--- src/hw/rtl/assert_macros.svh ---
// Assertion macros shared by the RTL files.
// Depends on nothing; include by bare file name.
`ifndef ASSERT_MACROS_SVH
`define ASSERT_MACROS_SVH

// Check a property on every rising aclk edge, skipped while aresetn is low.
`define ASSERT_CLK(label, prop, msg) \
    label: assert property (@(posedge aclk) disable iff (!aresetn) (prop)) \
        else $error(msg);

// Check a property on every rising aclk edge, during reset too.
`define ASSERT_ALWAYS(label, prop, msg) \
    label: assert property (@(posedge aclk) (prop)) else $error(msg);

`endif

--- src/hw/rtl/b3c_pkg.sv ---
// Types, constants and the half-mix function of the BLAKE3 compression block.
// Depends on nothing.
package b3c_pkg;

    typedef logic [31:0] word_t;

    typedef enum logic [1:0] {
        ACT_LOAD_CHAIN = 2'd0,
        ACT_LOAD_MSG   = 2'd1,
        ACT_COMPRESS   = 2'd2,
        ACT_NONE       = 2'd3
    } action_t;

    localparam int unsigned NUM_ROUNDS = 7;
    localparam int unsigned IN_TDATA_W  = 120;
    localparam int unsigned OUT_TDATA_W = 40;

    localparam word_t IV [4] = '{32'h6A09E667, 32'hBB67AE85, 32'h3C6EF372, 32'hA54FF53A};

    localparam logic [3:0] PERM [16] = '{4'd2, 4'd6, 4'd3, 4'd10, 4'd7, 4'd0, 4'd4, 4'd13,
                                         4'd1, 4'd11, 4'd12, 4'd5, 4'd9, 4'd14, 4'd15, 4'd8};

    typedef struct packed {
        word_t a;
        word_t b;
        word_t c;
        word_t d;
    } quad_t;

    // One half of G: second half uses rotations 8 and 7 instead of 16 and 12.
    function automatic quad_t half_mix(input quad_t q, input word_t m, input logic second);
        quad_t r;
        word_t t;
        r.a = q.a + q.b + m;
        t = r.a ^ q.d;
        r.d = second ? {t[7:0], t[31:8]} : {t[15:0], t[31:16]};
        r.c = q.c + r.d;
        t = q.b ^ r.c;
        r.b = second ? {t[6:0], t[31:7]} : {t[11:0], t[31:12]};
        return r;
    endfunction

endpackage

--- src/hw/rtl/blake3_compression.sv ---
// BLAKE3 compression block: chaining and message stores, round engine, output stage.
// Depends on b3c_pkg and assert_macros.svh.
//
//  channel | direction | tdata (low bit up)                                 | tuser  | tlast
//  s_      | in        | word_index, word_data, block_counter, length, flags | action | -
//  m_      | out       | out_index, out_word                                | -      | last_word
//
// A load request writes the chaining or message memory.
// A compress request reads both memories (one word a cycle from the message
// memory port), runs 112 half-G steps (7 rounds x 16), then sends 16 output
// words, one word per cycle while m_tready stays high.
// Reset clears only control state; the memories stay unknown until written.
// A stalled output holds the engine; s_tready drops for the whole compress.
`include "assert_macros.svh"

module blake3_compression (
    input  logic                          aclk,
    input  logic                          aresetn,
    input  logic                          s_tvalid,
    output logic                          s_tready,
    // word_index[3:0], word_data[35:4], block_counter[99:36],
    // block_length[106:100], domain_flags[114:107], zero fill
    input  logic [b3c_pkg::IN_TDATA_W-1:0]  s_tdata,
    // action[1:0]
    input  logic [1:0]                    s_tuser,
    output logic                          m_tvalid,
    input  logic                          m_tready,
    // out_index[3:0], out_word[35:4], zero fill
    output logic [b3c_pkg::OUT_TDATA_W-1:0] m_tdata,
    output logic                          m_tlast
);
    import b3c_pkg::*;

    typedef enum logic [1:0] {ST_IDLE, ST_LOAD, ST_MIX, ST_OUT} state_t;

    word_t chain_mem [8];
    word_t msg_mem [16];
    word_t chain_rd_reg, msg_rd_reg;

    state_t state_reg;
    logic [4:0] cnt_reg;
    logic [3:0] step_reg;
    logic [2:0] round_reg;
    word_t v_reg [16];
    word_t m_reg [16];
    word_t cv_reg [8];
    logic [63:0] ctr_reg;
    logic [6:0] len_reg;
    logic [7:0] flags_reg;
    logic m_valid_reg, m_last_reg;
    logic [OUT_TDATA_W-1:0] m_data_reg;

    logic s_fire;
    action_t act;
    logic [3:0] in_idx;
    word_t in_data;
    quad_t q_in, q_out;
    word_t v_g [16], v_rot [16], m_sh [16], m_perm [16];
    logic [1:0] rot_amt [4];
    logic out_go;
    word_t out_word;

    assign s_tready = (state_reg == ST_IDLE);
    assign s_fire   = s_tvalid && s_tready;
    assign act      = action_t'(s_tuser);
    assign in_idx   = s_tdata[3:0];
    assign in_data  = s_tdata[35:4];
    assign m_tvalid = m_valid_reg;
    assign m_tdata  = m_data_reg;
    assign m_tlast  = m_last_reg;
    assign out_go   = (state_reg == ST_OUT) && (!m_valid_reg || m_tready);

    // Memory writes from load requests; one registered read per memory.
    always_ff @(posedge aclk) begin
        if (s_fire && act == ACT_LOAD_CHAIN && !in_idx[3]) begin
            chain_mem[in_idx[2:0]] <= in_data;
        end
        if (s_fire && act == ACT_LOAD_MSG) begin
            msg_mem[in_idx] <= in_data;
        end
        chain_rd_reg <= chain_mem[cnt_reg[2:0]];
        msg_rd_reg   <= msg_mem[cnt_reg[3:0]];
    end

    // The G unit always works on column zero; rows are rotated after every second half-G step.
    always_comb begin
        q_in = '{a: v_reg[0], b: v_reg[4], c: v_reg[8], d: v_reg[12]};
        q_out = half_mix(q_in, m_reg[0], step_reg[0]);
        for (int i = 0; i < 16; i++) begin
            v_g[i] = v_reg[i];
        end
        v_g[0]  = q_out.a;
        v_g[4]  = q_out.b;
        v_g[8]  = q_out.c;
        v_g[12] = q_out.d;
        for (int r = 0; r < 4; r++) begin
            if (step_reg == 4'd7) begin
                rot_amt[r] = 2'(r + 1);
            end else if (step_reg == 4'd15) begin
                rot_amt[r] = 2'(1 - r);
            end else begin
                rot_amt[r] = 2'd1;
            end
        end
        for (int r = 0; r < 4; r++) begin
            for (int j = 0; j < 4; j++) begin
                v_rot[4*r+j] = v_g[{r[1:0], 2'(j[1:0] + rot_amt[r])}];
            end
        end
        for (int i = 0; i < 16; i++) begin
            m_sh[i] = m_reg[(i + 1) % 16];
        end
        for (int i = 0; i < 16; i++) begin
            m_perm[i] = m_sh[PERM[i]];
        end
        out_word = cnt_reg[3] ? (v_reg[0] ^ cv_reg[0]) : (v_reg[0] ^ v_reg[8]);
    end

    always_ff @(posedge aclk) begin
        if (!aresetn) begin
            state_reg   <= ST_IDLE;
            cnt_reg     <= '0;
            step_reg    <= '0;
            round_reg   <= '0;
            m_valid_reg <= 1'b0;
            m_last_reg  <= 1'b0;
        end else begin
            if (m_valid_reg && m_tready) begin
                m_valid_reg <= 1'b0;
            end
            unique case (state_reg)
                ST_IDLE: begin
                    cnt_reg <= '0;
                    if (s_fire && act == ACT_COMPRESS) begin
                        ctr_reg   <= s_tdata[99:36];
                        len_reg   <= s_tdata[106:100];
                        flags_reg <= s_tdata[114:107];
                        state_reg <= ST_LOAD;
                    end
                end
                ST_LOAD: begin
                    // Shift read data in; address cnt, data arrives for cnt-1.
                    cnt_reg <= cnt_reg + 5'd1;
                    if (cnt_reg != 5'd0) begin
                        for (int i = 0; i < 15; i++) begin
                            m_reg[i] <= m_reg[i+1];
                        end
                        m_reg[15] <= msg_rd_reg;
                        if (cnt_reg <= 5'd8) begin
                            for (int i = 0; i < 7; i++) begin
                                cv_reg[i] <= cv_reg[i+1];
                            end
                            cv_reg[7] <= chain_rd_reg;
                        end
                    end
                    if (cnt_reg == 5'd16) begin
                        for (int i = 0; i < 8; i++) begin
                            v_reg[i] <= cv_reg[i];
                        end
                        for (int i = 0; i < 4; i++) begin
                            v_reg[8+i] <= IV[i];
                        end
                        v_reg[12] <= ctr_reg[31:0];
                        v_reg[13] <= ctr_reg[63:32];
                        v_reg[14] <= {25'd0, len_reg};
                        v_reg[15] <= {24'd0, flags_reg};
                        step_reg  <= '0;
                        round_reg <= '0;
                        state_reg <= ST_MIX;
                    end
                end
                ST_MIX: begin
                    // Advance one half-G; rotate rows after the second half.
                    step_reg <= step_reg + 4'd1;
                    if (!step_reg[0]) begin
                        v_reg <= v_g;
                    end else begin
                        v_reg <= v_rot;
                    end
                    if (step_reg == 4'd15) begin
                        m_reg <= m_perm;
                        if (round_reg == 3'(NUM_ROUNDS - 1)) begin
                            round_reg <= '0;
                            cnt_reg   <= '0;
                            state_reg <= ST_OUT;
                        end else begin
                            round_reg <= round_reg + 3'd1;
                        end
                    end else begin
                        m_reg <= m_sh;
                    end
                end
                ST_OUT: begin
                    if (out_go) begin
                        m_valid_reg <= 1'b1;
                        m_data_reg  <= {4'd0, out_word, cnt_reg[3:0]};
                        m_last_reg  <= (cnt_reg[3:0] == 4'd15);
                        cnt_reg     <= cnt_reg + 5'd1;
                        for (int i = 0; i < 15; i++) begin
                            v_reg[i] <= v_reg[i+1];
                        end
                        v_reg[15] <= v_reg[0];
                        if (cnt_reg[3]) begin
                            for (int i = 0; i < 7; i++) begin
                                cv_reg[i] <= cv_reg[i+1];
                            end
                            cv_reg[7] <= cv_reg[0];
                        end
                        if (cnt_reg[3:0] == 4'd15) begin
                            state_reg <= ST_IDLE;
                        end
                    end
                end
                default: state_reg <= ST_IDLE;
            endcase
        end
    end

    `ASSERT_CLK(a_round_idle, (state_reg != ST_MIX) |-> (round_reg == 3'd0), "round count left nonzero")
    `ASSERT_CLK(a_compress_start, (s_fire && act == ACT_COMPRESS) |=> (state_reg == ST_LOAD), "compress did not start load")
    `ASSERT_CLK(a_last_idle, (out_go && cnt_reg[3:0] == 4'd15) |=> (m_tlast && state_reg == ST_IDLE), "last word not marked")
    `ASSERT_CLK(a_no_out_busy, (state_reg == ST_LOAD || state_reg == ST_MIX) |-> !s_tready, "request taken while busy")

endmodule
--- config.mk ---
export PLATFORM = sky130hd
export DESIGN_NAME = blake3_compression
export DESIGN_NICKNAME = d
export VERILOG_FILES = /design/src/hw/rtl/b3c_pkg.sv /design/src/hw/rtl/blake3_compression.sv
export VERILOG_INCLUDE_DIRS = /design/src /design/src/hw/rtl
export SDC_FILE = /design/constraint.sdc
export NUM_CORES = 2
export LEC_CHECK = 0
export BUFFER_PORTS_ARGS = -buffer_cell sky130_fd_sc_hd__buf_2
export CAP_MARGIN = 20
export CORE_MARGIN = 2
export CORE_UTILIZATION = 50
export CTS_CLUSTER_DIAMETER = 120
export CTS_CLUSTER_SIZE = 30
export DETAILED_ROUTE_END_ITERATION = 6
export HOLD_SLACK_MARGIN = 0.08
export MAX_ROUTING_LAYER = met4
export PLACE_DENSITY = 0.66
export SLEW_MARGIN = 40
export SYNTH_ARGS = -nofsm -noshare
export SYNTH_HDL_FRONTEND = slang
export SYNTH_SLANG_ARGS = --single-unit
--- constraint.sdc ---
create_clock -name aclk -period 126.3 [get_ports aclk]
set_input_delay 18.945 -clock aclk [delete_from_list [all_inputs] [get_ports aclk]]
set_output_delay 18.945 -clock aclk [all_outputs]
set_load 0.01 [all_outputs]
==> flow_summary_export.csv <==
group,metric,value,unit
detailed_routing,drc_errors,8,
timing,finalWorstSetupSlack,104.78,ns
finish,fill_cells,15843,
floorplanning,core_area,195000,µm²
clock_tree,cts_setup_buffers,0,
clock_tree,htreeDepth,3,
floorplanning,start_util,50.3,%
critical_path,critPathMaxStageDelay,0.59,ns
detailed_routing,wl_per_cell,28.8,µm
synth,synthDistinctLibCells,84,
finish,seq_area,66600,µm²
timing,timing.fmax,46.5,MHz
finish,multiInputGateArea,30200,µm²
timing,setup_tns,0,ns
finish,drive_above_1_share,11.4,%
placement,placed_area,103000,µm²
synth,seq_area_frac_synth,67.7,%
critical_path,crit_slowest_cell,"buf_6",
timing,whs,0.445,ns
finish,layout_commonest_cell,"edfxtp_1",
clock_tree,cts_buffer_depth,3,
detailed_routing,vias,61837,
placement,portBuffers,159,
power,combPwrFrac,47.1,%
clock_tree,clock-sinks,2243,
power,clockPowerShare,14.2,%
status,outcome,"finished with violations",
timing,worst-slew-pin-transition,0.987,ns
detailed_routing,dr.pass1.iters,7,
floorplanning,ioPinCount,169,
min_path,hp-start,"cv_reg[0][162]",
critical_path,critical-path-top-delay-family,"buffers and inverters",
global_route,grt_pass1_vias,57470,
power,power.leakage,35.9,nW
power,ir_worst_vdd,0.0269,mV
clock_tree,cts_tree,"built",
synth,synth-edff-count,2163,
detailed_routing,postRouteAntennaNets,0,
synth,synth_area,98300,µm²
power,pwr-share-seq,38.7,%
finish,post-route-util,53.9,%
critical_path,arrival,21.92,ns
placement,hpwlAfterDp,183,mm
clock_tree,holdBufCountCts,0,
critical_path,ff2ff_path_depth,25,
floorplanning,die_x,447,µm
timing,setup_viol,0,
clock_tree,clock_latency,0.81,ns
finish,layout.nets,7352,
timing,slew_viol_final,0,
timing,clock_skew,0.0440,ns
synth,ys_warn_count,0,
synth,async_reset_ff_share,0,%
min_path,min_to,"cv_reg[0][130]",
global_route,grt_overflow,0,
critical_path,crit_type,"primary input to flop",
global_route,grt_usage,28.7,%
status,violations,"design-rule violations",
clock_tree,cts_resized,0,
synth,synth_cells,7198,
global_route,antenna_found_initial,29,
clock_tree,root_buffer,"clkbuf_16",
detailed_routing,drt_wl_total,283,mm
detailed_routing,drt_iter0_drc,9071,
placement,place_congestion,0.999,
min_path,hold_path_class,"flop to flop",
timing,fin_crit_sh,17.0,%
synth,synth-seq-cells,2243,
floorplanning,chipHeight,447,µm
placement,preCtsSetupSlack,103.91,ns
critical_path,r2r_start,"q_in[65]",
floorplanning,rows,162,
global_route,grt_pass1_wl,404,mm
clock_tree,cts_made_buffers,87,
critical_path,path_max_fanout,81,
finish,syn_to_final_growth,7.06,%
timing,max_slew_margin,33.7,%
critical_path,ff2ff_setup_slack,117.44,ns
critical_path,crit_chain,"buf_2 > inv_1 > nor2_4 > a32o_4 > buf_6 > buf_12 > buf_16",
floorplanning,die_area,200000,µm²
timing,period_minus_slack,21.52,ns
clock_tree,path_clk_slew,0.12,ns
critical_path,r2r_end,"v_g[310]",
finish,layout_common_cells,"edfxtp_1 (2163), nand2_1 (1703), o21ai_0 (389)",
power,switching_power,1.14,mW
detailed_routing,avgViaCountPerCell,6.30,
power,p_int,1.44,mW
power,p_per_area,24.5,nW/µm²
timing,finalHoldViolations,0,
critical_path,worst-path-buf-inv,5,
global_route,grt_max_degree,156,
critical_path,crit_path_end_kind,"flop",
min_path,holdPathStages,0,
synth,synthFlopType,"edfxtp_1",
critical_path,cp_data_required_time,126.70,ns
synth,avgSynthCellArea,13.7,µm²
power,swShare,44.4,%
finish,fin_area,105000,µm²
timing,rsz0062_at_grt,"no",
critical_path,start_kind,"primary input",
run,drv_cap,0,
## cells in the mapped netlist, drive strengths merged, types with 9 or more instances
cell type	n	area share [%]
and2	33	0.21
nand2	1709	6.5
a21o	34	0.26
nor2	271	1.0
xor2	41	0.37
inv	71	0.27
mux2i	221	2.3
o31ai	12	0.097
xnor2	94	0.84
xnor3	15	0.34
a221oi	22	0.20
nor3	41	0.22
edfxtp	2163	66
a22o	122	1.1
mux4	224	5.1
nand2b	14	0.089
o21a	12	0.092
fa	33	0.67
ha	75	0.95
a21oi	314	1.6
o21ai	395	2.0
dfxtp	80	1.6
a222oi	62	0.63
o221ai	19	0.17
a221o	58	0.59
a31oi	9	0.057
buf	79	0.34
clkbuf	391	1.5
o21bai	15	0.11
a211oi	27	0.21
nor2b	20	0.13
nand4	16	0.10
and3	20	0.13
or3	9	0.057
mux2	90	1.0
a21boi	11	0.084
o211ai	20	0.15
nand3	64	0.33
a22oi	181	1.4
o22ai	13	0.083
## final cells by class
class / instances / area share, %
flip-flops and latches: 2243 / 63.3
multi-input cells: 4417 / 28.7
well taps: 2624 / 3.12
clock buffers: 134 / 2.28
repair buffers: 298 / 2.11
inverters: 71 / 0.255
clock inverters: 10 / 0.193
diodes: 15 / 0.0357
## logic make-up after synthesis
family,after synthesis,share of synthesized area (%)
other,1,0.00382
DFF,2243,67.7
and+or+nand+nor,2231,9.08
adders and majority gates,108,1.63
xor gates and xnor gates,156,1.69
buffers and inverters,541,2.11
AOI/OAI and AO/OA,1383,9.35
muxes,535,8.42
## worst register-to-register path, delay by kind of cell (launching register included)
family                   cells  cell delay (ns)
AO/OA/AOI/OAI               11             3.48
XOR/XNOR                     2             1.24
adder cells (fa/ha/maj)      4             1.56
buffers and inverters        3             0.29
flip-flops                   1             0.56
multiplexers                 1             0.20
AND/OR/NAND/NOR              4             1.24
## routing by layer
layer | wire length (µm) | track usage, % | up-vias
li1 | - | - | 26786
met1 | 111000 | 39.3 | 31206
met2 | 131000 | 43.5 | 3356
met3 | 28000 | 4.80 | 489
met4 | 12600 | 10.2 | 0
met5 | 0 | - | -
## worst max-delay path by stage
| stage | start | to | cells past startpoint |
|---|---|---|---|
| after global routing | aresetn | cv_reg[0][112] | 7 |
| final | aresetn | cv_reg[0][16] | 7 |
| after global placement | aresetn | m_perm[112] | 6 |
| after CTS | aresetn | cv_reg[0][112] | 6 |
| after detailed placement | aresetn | cv_reg[0][112] | 6 |
| after floorplan | aresetn | m_perm[0] | 2 |
## power groups by stage
stage | combinational, mW | clock, mW | sequential (mW)
3_5_place_dp | 1.18 | 0 | 1.01
2_1_floorplan | 0.680 | 0 | 1.06
4_1_cts | 1.18 | 0.373 | 0.994
5_1_grt | 1.27 | 0.393 | 1.00
6_report | 1.22 | 0.367 | 0.997
3_3_place_gp | 1.15 | 0 | 1.01
## metrics by stage
step	total power, mW	std cells
after floorplan	1.74	7201
after global routing	2.67	9809
after global placement	2.16	9640
final	2.58	9812
after CTS	2.55	9796
after detailed placement	2.19	9652
(Power assumes the default switching activity.)
